<file path="config.mk">
export PLATFORM = sky130hd
export DESIGN_NAME = key_value_table_with_expiry_unit_flat
export DESIGN_NICKNAME = d
export VERILOG_FILES = /design/src/sv/kvte_pkg.sv /design/src/sv/kvte_if.sv /design/src/sv/kvte_store.sv /design/src/sv/kvte_ctrl.sv /design/src/sv/key_value_table_with_expiry_unit.sv /design/src/flat_wrapper.sv
export SDC_FILE = /design/constraint.sdc
export NUM_CORES = 2
export LEC_CHECK = 0
export ABC_AREA = 1
export BUFFER_PORTS_ARGS = -buffer_cell sky130_fd_sc_hd__buf_2
export CORE_MARGIN = 3
export CORE_UTILIZATION = 50
export DETAILED_ROUTE_END_ITERATION = 6
export GPL_TIMING_DRIVEN = 0
export PLACE_DENSITY = 0.75
export REMOVE_ABC_BUFFERS = 1
export SLEW_MARGIN = 20
export SYNTH_ARGS = -nofsm -noshare
export SYNTH_HDL_FRONTEND = slang
export SYNTH_SLANG_ARGS = --single-unit
export TNS_END_PERCENT = 5
</file>
<file path="constraint.sdc">
create_clock -name clk_i -period 17.1 [get_ports clk_i]
set_clock_uncertainty 0.1 [all_clocks]
set_input_delay 5.13 -clock clk_i [delete_from_list [all_inputs] [get_ports clk_i]]
set_output_delay 5.13 -clock clk_i [all_outputs]
set_load 0.02 [all_outputs]
</file>
<file path="src/sv/kvte_pkg.sv">
// ----------------------------------------------------------------------------
// kvte_pkg
// Types and constants shared by the key/value table with expiry.
// ----------------------------------------------------------------------------
package kvte_pkg;

  localparam int unsigned ENTRIES    = 16;
  localparam int unsigned KEY_BITS   = 64;
  localparam int unsigned VALUE_BITS = 64;
  localparam int unsigned TIME_BITS  = 48;
  localparam int unsigned TTL_BITS   = 32;

  localparam int unsigned IDX_W = (ENTRIES > 1) ? $clog2(ENTRIES) : 1;
  localparam int unsigned CNT_W = $clog2(ENTRIES + 1);

  typedef logic [IDX_W-1:0]      idx_t;
  typedef logic [CNT_W-1:0]      cnt_t;
  typedef logic [KEY_BITS-1:0]   key_t;
  typedef logic [VALUE_BITS-1:0] value_t;
  typedef logic [TIME_BITS-1:0]  stamp_t;
  typedef logic [TTL_BITS-1:0]   ttl_t;

  typedef enum logic [1:0] {
    OP_SET    = 2'd0,
    OP_GET    = 2'd1,
    OP_DELETE = 2'd2,
    OP_SWEEP  = 2'd3
  } op_e;

  typedef enum logic [1:0] {
    ST_OK        = 2'd0,
    ST_NOT_FOUND = 2'd1,
    ST_EXPIRED   = 2'd2,
    ST_FULL      = 2'd3
  } status_e;

  typedef struct packed {
    key_t   key;
    value_t value;
    stamp_t stamp;
    logic   has_ttl;
    ttl_t   ttl;
  } entry_t;

  // sequencer -> table
  typedef struct packed {
    logic   rd_en;
    idx_t   rd_addr;
    logic   wr_en;
    idx_t   wr_addr;
    entry_t wr_data;
    logic   clr_en;
    idx_t   clr_addr;
    key_t   key;
    stamp_t now;
  } ctl_t;

  // table -> sequencer, one checked slot
  typedef struct packed {
    logic   vld;
    idx_t   idx;
    logic   valid;
    logic   hit;
    logic   expired;
    value_t value;
  } chk_t;

endpackage

</file>
<file path="src/sv/kvte_if.sv">
// ----------------------------------------------------------------------------
// kvte_if
// Request and response channels of the key/value table with expiry.
// ----------------------------------------------------------------------------
interface kvte_req_if;
  logic        valid;
  logic        ready;
  logic [1:0]  op;
  logic [63:0] item_key;
  logic [63:0] item_value;
  logic        has_ttl;
  logic [31:0] ttl_ms;
  logic [47:0] now_ms;

  modport source (
    output valid, op, item_key, item_value, has_ttl, ttl_ms, now_ms,
    input  ready
  );
  modport sink (
    input  valid, op, item_key, item_value, has_ttl, ttl_ms, now_ms,
    output ready
  );
endinterface

interface kvte_rsp_if;
  logic        valid;
  logic        ready;
  logic [1:0]  status;
  logic [63:0] read_value;

  modport source (
    output valid, status, read_value,
    input  ready
  );
  modport sink (
    input  valid, status, read_value,
    output ready
  );
endinterface

</file>
<file path="src/sv/kvte_store.sv">
// ----------------------------------------------------------------------------
// kvte_store
// Entry memory, valid bits and the shared key match / expiry compare unit.
// ----------------------------------------------------------------------------
module kvte_store (
  input  logic           clk_i,
  input  logic           rst_ni,
  input  kvte_pkg::ctl_t ctl_i,
  output kvte_pkg::chk_t chk_o
);
  import kvte_pkg::*;

  entry_t             mem_q [ENTRIES];
  entry_t             rd_q;
  logic [ENTRIES-1:0] valid_q;
  logic               rd_vld_q;
  logic               rd_valid_q;
  idx_t               rd_idx_q;
  stamp_t             age;

  always_ff @(posedge clk_i) begin
    if (ctl_i.wr_en) begin
      mem_q[ctl_i.wr_addr] <= ctl_i.wr_data;
    end
    if (ctl_i.rd_en) begin
      rd_q       <= mem_q[ctl_i.rd_addr];
      rd_valid_q <= valid_q[ctl_i.rd_addr];
      rd_idx_q   <= ctl_i.rd_addr;
    end
  end

  always_ff @(posedge clk_i or negedge rst_ni) begin
    if (!rst_ni) begin
      valid_q  <= '0;
      rd_vld_q <= 1'b0;
    end else begin
      rd_vld_q <= ctl_i.rd_en;
      if (ctl_i.wr_en) begin
        valid_q[ctl_i.wr_addr] <= 1'b1;
      end
      if (ctl_i.clr_en) begin
        valid_q[ctl_i.clr_addr] <= 1'b0;
      end
    end
  end

  // age wraps modulo 2^48
  assign age = ctl_i.now - rd_q.stamp;

  always_comb begin
    chk_o.vld     = rd_vld_q;
    chk_o.idx     = rd_idx_q;
    chk_o.valid   = rd_valid_q;
    chk_o.hit     = rd_valid_q && (rd_q.key == ctl_i.key);
    chk_o.expired = rd_q.has_ttl && (age >= TIME_BITS'(rd_q.ttl));
    chk_o.value   = rd_q.value;
  end

endmodule

</file>
<file path="src/sv/kvte_ctrl.sv">
// ----------------------------------------------------------------------------
// kvte_ctrl
// Scan sequencer: walks all slots (a sweep clears expired slots during the
// walk), then applies the operation and registers the result word.
// ----------------------------------------------------------------------------
module kvte_ctrl (
  input  logic           clk_i,
  input  logic           rst_ni,
  kvte_req_if.sink       req_i,
  kvte_rsp_if.source     rsp_o,
  output kvte_pkg::ctl_t ctl_o,
  input  kvte_pkg::chk_t chk_i
);
  import kvte_pkg::*;

  typedef enum logic [2:0] {
    S_IDLE = 3'b001,
    S_SCAN = 3'b010,
    S_FIN  = 3'b100
  } state_e;

  state_e  state_q, state_d;
  cnt_t    cnt_q;
  op_e     op_q;
  key_t    key_q;
  value_t  val_q;
  logic    has_ttl_q;
  ttl_t    ttl_q;
  stamp_t  now_q;

  logic    found_q, found_exp_q, free_q;
  idx_t    found_idx_q, free_idx_q;
  value_t  found_val_q;

  logic        out_vld_q;
  status_e     status_q;
  logic [63:0] value_q;

  logic        accept, scan_issue, scan_end, fire;
  logic        scan_clr;
  logic        fin_wr, fin_clr;
  idx_t        fin_addr;
  status_e     res_status;
  logic [63:0] res_value;

  assign accept     = req_i.valid && req_i.ready;
  assign scan_issue = (state_q == S_SCAN) && (cnt_q < CNT_W'(ENTRIES));
  assign scan_end   = (state_q == S_SCAN) && !scan_issue;
  assign fire       = (state_q == S_FIN) && (!out_vld_q || rsp_o.ready);
  assign scan_clr   = (state_q == S_SCAN) && chk_i.vld && (op_q == OP_SWEEP)
                      && chk_i.valid && chk_i.expired;

  assign req_i.ready      = (state_q == S_IDLE);
  assign rsp_o.valid      = out_vld_q;
  assign rsp_o.status     = status_q;
  assign rsp_o.read_value = value_q;

  always_comb begin
    res_status = ST_OK;
    res_value  = '0;
    fin_wr     = 1'b0;
    fin_clr    = 1'b0;
    fin_addr   = found_idx_q;
    case (op_q)
      OP_SET: begin
        if (found_q) begin
          fin_wr = 1'b1;
        end else if (free_q) begin
          fin_wr   = 1'b1;
          fin_addr = free_idx_q;
        end else begin
          res_status = ST_FULL;
        end
      end
      OP_GET: begin
        if (!found_q) begin
          res_status = ST_NOT_FOUND;
        end else if (found_exp_q) begin
          res_status = ST_EXPIRED;
          fin_clr    = 1'b1;
        end else begin
          res_value = 64'(found_val_q);
        end
      end
      OP_DELETE: begin
        if (!found_q) begin
          res_status = ST_NOT_FOUND;
        end else begin
          fin_clr = 1'b1;
        end
      end
      default: begin
        res_status = ST_OK;
      end
    endcase
  end

  always_comb begin
    ctl_o.rd_en           = scan_issue;
    ctl_o.rd_addr         = cnt_q[IDX_W-1:0];
    ctl_o.wr_en           = fire && fin_wr;
    ctl_o.wr_addr         = fin_addr;
    ctl_o.wr_data.key     = key_q;
    ctl_o.wr_data.value   = val_q;
    ctl_o.wr_data.stamp   = now_q;
    ctl_o.wr_data.has_ttl = has_ttl_q;
    ctl_o.wr_data.ttl     = ttl_q;
    ctl_o.clr_en          = scan_clr || (fire && fin_clr);
    ctl_o.clr_addr        = scan_clr ? chk_i.idx : fin_addr;
    ctl_o.key             = key_q;
    ctl_o.now             = now_q;
  end

  always_comb begin
    state_d = state_q;
    case (state_q)
      S_IDLE: begin
        if (accept) begin
          state_d = S_SCAN;
        end
      end
      S_SCAN: begin
        if (scan_end) begin
          state_d = S_FIN;
        end
      end
      S_FIN: begin
        if (fire) begin
          state_d = S_IDLE;
        end
      end
      default: begin
        state_d = S_IDLE;
      end
    endcase
  end

  always_ff @(posedge clk_i or negedge rst_ni) begin
    if (!rst_ni) begin
      state_q   <= S_IDLE;
      cnt_q     <= '0;
      found_q   <= 1'b0;
      free_q    <= 1'b0;
      out_vld_q <= 1'b0;
    end else begin
      state_q <= state_d;
      if (accept) begin
        cnt_q   <= '0;
        found_q <= 1'b0;
        free_q  <= 1'b0;
      end else begin
        if (scan_issue) begin
          cnt_q <= cnt_q + 1'b1;
        end
        if ((state_q == S_SCAN) && chk_i.vld) begin
          if (chk_i.hit && !found_q) begin
            found_q <= 1'b1;
          end
          if (!chk_i.valid && !free_q) begin
            free_q <= 1'b1;
          end
        end
      end
      if (fire) begin
        out_vld_q <= 1'b1;
      end else if (rsp_o.ready) begin
        out_vld_q <= 1'b0;
      end
    end
  end

  always_ff @(posedge clk_i) begin
    if (accept) begin
      op_q      <= op_e'(req_i.op);
      key_q     <= req_i.item_key[KEY_BITS-1:0];
      val_q     <= req_i.item_value[VALUE_BITS-1:0];
      has_ttl_q <= req_i.has_ttl;
      ttl_q     <= req_i.ttl_ms;
      now_q     <= req_i.now_ms;
    end
    if ((state_q == S_SCAN) && chk_i.vld) begin
      if (chk_i.hit && !found_q) begin
        found_idx_q <= chk_i.idx;
        found_exp_q <= chk_i.expired;
        found_val_q <= chk_i.value;
      end
      if (!chk_i.valid && !free_q) begin
        free_idx_q <= chk_i.idx;
      end
    end
    if (fire) begin
      status_q <= res_status;
      value_q  <= res_value;
    end
  end

endmodule

</file>
<file path="src/sv/key_value_table_with_expiry_unit.sv">
// ----------------------------------------------------------------------------
// key_value_table_with_expiry_unit
// Fixed-size key/value table with per-entry time-to-live expiry.
// ----------------------------------------------------------------------------
// Usage:
//   req_i carries one request word: op (set, get, delete, sweep), key,
//   value, has_ttl, ttl_ms and the current time now_ms. rsp_o returns one
//   word per request: status (ok, not found, expired, full) and read_value.
//   Every request scans all ENTRIES slots through one memory read port and
//   one shared key match / 48-bit age compare unit, one slot per cycle.
//   ready is low from acceptance until the response is registered, so the
//   block cannot take a new request before it is through with the last one.
//   The response sits in an output register: a new request is accepted
//   while it waits. If the receiver stalls with a response still pending,
//   the next request finishes its scan and holds until that word is taken.
//   Reset clears all valid bits at once; entry contents need no clearing.
// ----------------------------------------------------------------------------
module key_value_table_with_expiry_unit (
  input  logic       clk_i,
  input  logic       rst_ni,
  kvte_req_if.sink   req_i,
  kvte_rsp_if.source rsp_o
);
  import kvte_pkg::*;

  ctl_t ctl;
  chk_t chk;

  kvte_ctrl u_ctrl (
    .clk_i  (clk_i),
    .rst_ni (rst_ni),
    .req_i  (req_i),
    .rsp_o  (rsp_o),
    .ctl_o  (ctl),
    .chk_i  (chk)
  );

  kvte_store u_store (
    .clk_i  (clk_i),
    .rst_ni (rst_ni),
    .ctl_i  (ctl),
    .chk_o  (chk)
  );

endmodule

</file>
<file path="src/flat_wrapper.sv">
// flat-port wrapper written by rule: the top's interface ports become plain ports
module key_value_table_with_expiry_unit_flat import kvte_pkg::*;
  (clk_i, rst_ni, req_i_valid, req_i_op, req_i_item_key, req_i_item_value, req_i_has_ttl, req_i_ttl_ms, req_i_now_ms, req_i_ready, rsp_o_valid, rsp_o_status, rsp_o_read_value, rsp_o_ready);
  kvte_req_if req_i_i ();
  kvte_rsp_if rsp_o_i ();
  input  logic clk_i;
  input  logic rst_ni;
  input wire logic [$bits(req_i_i.valid)-1:0] req_i_valid;
  input wire logic [$bits(req_i_i.op)-1:0] req_i_op;
  input wire logic [$bits(req_i_i.item_key)-1:0] req_i_item_key;
  input wire logic [$bits(req_i_i.item_value)-1:0] req_i_item_value;
  input wire logic [$bits(req_i_i.has_ttl)-1:0] req_i_has_ttl;
  input wire logic [$bits(req_i_i.ttl_ms)-1:0] req_i_ttl_ms;
  input wire logic [$bits(req_i_i.now_ms)-1:0] req_i_now_ms;
  output wire logic [$bits(req_i_i.ready)-1:0] req_i_ready;
  output wire logic [$bits(rsp_o_i.valid)-1:0] rsp_o_valid;
  output wire logic [$bits(rsp_o_i.status)-1:0] rsp_o_status;
  output wire logic [$bits(rsp_o_i.read_value)-1:0] rsp_o_read_value;
  input wire logic [$bits(rsp_o_i.ready)-1:0] rsp_o_ready;
  assign req_i_i.valid = req_i_valid;
  assign req_i_i.op = req_i_op;
  assign req_i_i.item_key = req_i_item_key;
  assign req_i_i.item_value = req_i_item_value;
  assign req_i_i.has_ttl = req_i_has_ttl;
  assign req_i_i.ttl_ms = req_i_ttl_ms;
  assign req_i_i.now_ms = req_i_now_ms;
  assign req_i_ready = req_i_i.ready;
  assign rsp_o_valid = rsp_o_i.valid;
  assign rsp_o_status = rsp_o_i.status;
  assign rsp_o_read_value = rsp_o_i.read_value;
  assign rsp_o_i.ready = rsp_o_ready;
  key_value_table_with_expiry_unit u_core (.clk_i(clk_i), .rst_ni(rst_ni), .req_i(req_i_i), .rsp_o(rsp_o_i));
endmodule
</file>
# Word level (Yosys, flattened, before mapping)
# Memories as Yosys holds them, arrays and structs flattened. A register that Yosys moved wholly into a read port is not among the register bits.
# Index checks and enable logic that the tools add are counted.
classes:
  n_addsub: 2
  n_mul: 0
  div: 0
  order_cmp: 7
  n_eq_ne: 10
  n_shift: 0
  muxes: 41
  bitwise_logic: 5
  reduce_logical: 35
ops:
  columns: ["op", "count"]
  rows:
  - ["equality test 64 bit", 1]
  - [">= comparator 48 x 32 -> 1 bit", 1]
  - ["subtractor 48 bit", 1]
  - ["two-way mux 16 bit", 2]
  - ["two-way mux 1 bit", 20]
  - ["AND 16 bit", 1]
  - ["logical AND 1 bit", 16]
  - ["two-way mux 4 bit", 4]
  - ["NOT 16 bit", 1]
  - ["bitwise OR 16 bit", 1]
  - ["less-than comparator 4 x 5 -> 1 bit, second input constant", 3]
  - ["two-way mux 5 bit", 2]
  - ["nonzero test 2 bit", 5]
  - ["two-way mux 3 bit", 3]
  - ["one-hot mux 3 bit (3 select lines)", 1]
  - ["demux 1 bit (select 4 bit)", 2]
  - [">= comparator 4 x 1 -> 1 bit, second input constant", 2]
  - ["two-way mux 2 bit", 4]
  - ["AND reduction 2 bit", 4]
  - ["one-hot mux 2 bit (3 select lines)", 1]
  - ["adder 5 x 1 -> 5 bit, second input constant", 1]
  - ["logical NOT 1 bit", 5]
  - ["less-than comparator 5 bit, second input constant", 1]
  - ["binary-select mux 1 bit (select 4 bit)", 1]
  - ["other kinds (13)", 17]
totals:
  reg_bits: 383
  latchBits: 0
  ramBits: 3344
  mem_bits_ro: 0
  input_bits: 215
  out_inout_bits: 68
  wordCells: 122
  memories: 1
mem_list:
  columns: ["memory", "depth", "word_bits", "read_ports", "rd_ports_with_merged_regs", "write_ports", "line", "text"]
  rows:
  - ["u_core.u_store.mem_q", 16, 209, 1, 1, 1, "kvte_store.sv:13", "entry_t mem_q [ENTRIES];"]

# Logic depth before layout (Yosys ltp)
depth:
  depth_word: 13
  depth_mapped: 31
  mapped_depth_nobuf: 31

# Modules after synthesis
# Synthesis repeated with hierarchy kept, for this count alone.
hier_totals:
  cells_unflattened: 11220
  area_unflattened_um2: 155107.5
by_module_without_submodules:
  columns: ["mod", "n_inst", "cells_per_inst", "area_per_inst_um2", "seq_area_each_um2"]
  rows:
  - ["kvte_store", 1, 10492, 141773.5, 107267.9]
  - ["kvte_ctrl", 1, 728, 13334.0, 10786.6]

# Least setup slack after synthesis
# No wires, ideal clock.
synth_timing:
  path_type: "input to register"
  startpoint: "in rsp_o_ready"
  endpoint: "mem u_core.u_store.mem_q[10][0] (netlist name) (enable)"
  setup_time_ns: 0.783
  t_arrival_ns: 17.377
  required_time_ns: 16.217
  slack_ns: -1.160
  cell_stages: 8
  n_path_buf: 0
  cell_sequence: "nor2_1 > nor2_1 > inv_1 > nor3_1 > inv_1 > nor3_1 > inv_1 > nor2_1"
synth_between:
  elab_chain_len: 5
synth_lines:
  columns: ["item", "line", "text"]
  rows:
  - ["start, declared", "flat_wrapper.sv:19", "input wire logic [$bits(rsp_o_i.ready)-1:0] rsp_o_ready;"]
  - ["logical OR 1 bit", "kvte_ctrl.sv:49", "assign fire = (state_q == S_FIN) && (!out_vld_q || rsp_o.ready);"]
  - ["logical AND 1 bit", "kvte_ctrl.sv:49", null]
  - ["named net u_core.u_ctrl.fire", "kvte_ctrl.sv:39", "logic accept, scan_issue, scan_end, fire;"]
  - ["logical AND 1 bit", "kvte_ctrl.sv:101", "ctl_o.wr_en = fire && fin_wr;"]
  - ["two-way mux 1 bit", "kvte_store.sv:22", "if (ctl_i.wr_en) begin"]
  - ["two-way mux 1 bit (implied by the code)", "kvte_store.sv:23", "mem_q[ctl_i.wr_addr] <= ctl_i.wr_data;"]
  - ["end, declared", "kvte_store.sv:13", null]
# The timed path passes the listed nets, and every way through them passes these cells.

# Final worst setup path
layout_timing:
  startpoint: "in rsp_o_ready"
  endpoint: "mem u_core.u_store.mem_q[0][85] (netlist name) (enable)"
# The elaborated chain is that of the path after synthesis.

==> results.py <==
metrics = {
    "clocking": {
        "clk_pin_slew_ps": 70,
        "cts.sinks": 3936,
        "clockBufferDepth": 4,
        "cts_tree": "yes",
        "postCtsHoldBufs": 0,
        "clk_latency_ps": 940,
        "cts_max_level": 5,
        "cts_root_buf": "clkbuf_16",
        "post_cts.repair.setup_buffers": 0,
        "cts_resized": 0,
        "cts_buffers": 385,
    },
    "layout": {
        "fin_nets": 11500,
        "final_cell_mix": "edfxtp_1 (3908), nor2_1 (2091), o21ai_0 (863), nand2_1 (847), o32ai_1 (512)",
        "fin_util": 0.589,
        "drive_above_1_share": 0.114,
        "final_common_cell": "edfxtp_1",
        "area_delta_synth_final_pct": 16.6,
    },
    "logic_synthesis": {
        "synth_edf_count": 3908,
        "syn_area_um2": 153000,
        "synthCells": 10800,
        "synth_top_cell_by_area": "edfxtp_1",
        "ys_seq_area_frac": 0.769,
        "synthTopCellsByArea": "edfxtp_1 (76%), nor2_1 (5.2%), o32ai_1 (2.9%), o21ai_0 (2.8%), mux2i_1 (2.1%)",
        "ys_seq_elements": 3936,
        "ys.flop_type": "edfxtp_1",
        "syn_avg_cell_area_um2": 14.2,
        "yosysUniqueCellTypes": 48,
        "yosysWarnings": 0,
        "synth_top_area_frac": 0.765,
        "async_flop_share": 0.00711,
    },
    "hold_path": {
        "hp-class": "reg -> reg",
    },
    "grt": {
        "grt_pass1_wl_um": 594000,
        "grt_usage": 0.249,
        "antenna_found_initial": 29,
        "grt_pass1_vias": 94700,
        "grt_remaining_overflow": 0,
        "grt_max_degree": 128,
    },
    "worst_setup_path": {
        "critPathLaunchType": "input pin",
        "cp.arrival_ps": 8770,
        "critPathRequiredTime_ps": 17560,
        "crit_path_end_kind": "flop",
        "critPathMaxFanout": 15,
        "worst-setup-path-type": "in -> reg",
    },
    "route": {
        "ant_nets": 0,
        "wl_met3_um": 37100,
        "met2_length_um": 194000,
        "routed.top_layer": "met5",
        "drt_pass1_iterations": 7,
        "drc_errors": 2,
        "wl_per_cell_um": 25.8,
        "post_drt_via_cell_ratio": 6.12,
        "vias": 95400,
        "wl_met1_um": 156000,
        "wl_um": 402000,
        "drt_iter0_markers": 12600,
    },
    "outcome": {
        "status": "finished with violations",
        "violations": "design-rule violations",
    },
    "sta": {
        "clock.fmax_mhz": 120,
        "finalSetupViolations": 0,
        "rsz0062_at_grt": "false",
        "timing.hold.ws_ps": 315,
        "finalCriticalPeriod_ps": 8310,
        "timing.final.crit_share": 0.486,
        "max_slew.worst_pin.slew_ps": 928,
        "slew_headroom": 0.376,
        "drv_slew": 0,
        "hold_viol_final": 0,
        "fin_setup_tns_ps": 0,
    },
    "power_and_ir_drop": {
        "pwr_density_cell_nw_per_um2": 142,
        "power.leakage_nw": 59.2,
        "ir_drop_uv": 98.2,
    },
    "floorplanning": {
        "fp-row-count": 202,
        "core_area_um2": 304000,
        "initial_utilization": 0.505,
        "die_x_um": 560,
        "die_y_um": 560,
        "die-area_um2": 314000,
        "io_pins": 283,
    },
    "flow_run": {
        "cap_violations": 0,
    },
    "place": {
        "dp_hpwl_um": 247000,
        "gp_congestion": 0.884,
        "io_buffer_count": 282,
    },
}
[final timing paths]
path / depth (start not counted) / slack, ps / startpoint / to
setup / recovery: 15 / 8790 / rsp_o_ready / u_core.u_store.mem_q[0][85]$_DFFE_PP_
hold / removal: 0 / 320 / u_core.u_store.chk_o[32]$_DFFE_PP_ / u_core.u_ctrl.found_val_q[32]$_DFFE_PP_
setup reg to reg: 14 / 11740 / u_core.u_ctrl.key_q[6]$_DFFE_PP_ / u_core.u_ctrl.found_val_q[1]$_DFFE_PP_
hold reg to reg: 0 / 320 / u_core.u_store.chk_o[32]$_DFFE_PP_ / u_core.u_ctrl.found_val_q[32]$_DFFE_PP_
max in group asynchronous: 1 / 12220 / rst_ni / u_core.u_ctrl.cnt_q[1]$_DFFE_PN0P_
min in group asynchronous: 1 / 4160 / rst_ni / u_core.u_ctrl.rsp_o.valid$_DFFE_PN0P_
[report_power, final]
part / internal, mW / switching [mW] / total, mW / leakage, nW
Clock: 4.79 / 3.57 / 8.36 / 6.07
Sequential: 11.4 / 0.490 / 11.9 / 35.6
Combinational: 1.82 / 3.38 / 5.20 / 17.5
Total: 18.0 / 7.44 / 25.5 / 59.2
[worst max-delay path, cell delays in order]
cell	delay, ps
buf_2	80
nor2_1	70
nor2_4	490
buf_12	260
inv_1	60
nor3_1	280
inv_1	130
nor3_1	210
inv_1	230
nor2_4	670
buf_16	260
buf_16	200
buf_12	210
buf_12	210
buf_16	190
[final cells by class]
type / instances / area, µm²
Fill cell: 21800 / 125000
Sequential cell: 3936 / 118000
Multi-Input combinational cell: 5794 / 31600
Timing Repair Buffer: 678 / 10200
Clock buffer: 447 / 9920
Tap cell: 4080 / 5100
Clock inverter: 249 / 2500
Inverter: 403 / 1540
Antenna cell: 10 / 25.0
[cells by family (layout without fill, tap and decap cells)]
| logic type | count (synthesis) | count (layout) | synth area share |
|---|---|---|---|
| AOI/OAI and AO/OA | 1909 | 1909 | 0.0852 |
| muxes | 328 | 328 | 0.0214 |
| buffers and inverters | 1051 | 1777 | 0.0258 |
| adders and majority gates | 86 | 86 | 0.00706 |
| and+or+nand+nor | 3422 | 3422 | 0.0885 |
| DFF | 3936 | 3936 | 0.769 |
| xor gates and xnor gates | 49 | 49 | 0.00280 |
| other | 0 | 10 | 0 |
[sequential cells by signal (all words and copies together), names as in the netlist, 2 cells and up]
register	cells
u_core.u_store.mem_q	3344
u_core.u_ctrl.rsp_o.read_value	64
u_core.u_ctrl.found_idx_q	4
u_core.u_ctrl.ttl_q	32
u_core.u_ctrl.rsp_o.status	2
u_core.u_ctrl.cnt_q	5
u_core.u_ctrl.val_q	64
u_core.u_store.valid_q	16
u_core.u_ctrl.state_q	3
u_core.u_ctrl.op_q	2
u_core.u_ctrl.key_q	64
u_core.u_store.rd_q	145
u_core.u_store.rd_idx_q	4
u_core.u_ctrl.free_idx_q	4
u_core.u_ctrl.found_val_q	64
u_core.u_store.chk_o	64
u_core.u_ctrl.now_q	48
[synthesized netlist by cell type (all sizes together) (2+ instances only)]
master / n
nand2: 860
xnor2: 17
o21bai: 9
a31oi: 4
dfrtp: 27
o22ai: 13
o211ai: 95
buf: 56
or2: 8
o2111ai: 7
o21a: 2
o221ai: 330
nand4: 21
mux2i: 328
clkbuf: 592
nor3: 13
o32ai: 512
nand3: 381
a21oi: 58
nor4: 9
nand3b: 7
xor2: 32
inv: 402
a211oi: 4
edfxtp: 3908
and2: 3
a21boi: 3
a2111oi: 2
nor2: 2119
o21ai: 867
ha: 85
[per-layer routing]
layer  vias up  global-route usage
met3       957              0.0370
met4         8              0.0963
met2      5637               0.404
li1      41200                   -
met5         -                   0
met1     47600               0.341
[stage by stage]
step | cells | setup WS, ps | total power [mW] | cell area [µm²]
CTS | 15600 | 8840 | 25.5 | 179000
detailed placement | 14900 | 7920 | 17.2 | 167000
global route | 15600 | 8640 | 26.5 | 179000
global placement | 14500 | -385740 | 17.2 | 158000
finish | 15600 | 8790 | 25.5 | 179000
floorplan | 10100 | -150460 | 16.9 | 151000
Power figures use the tool's default switching activity.
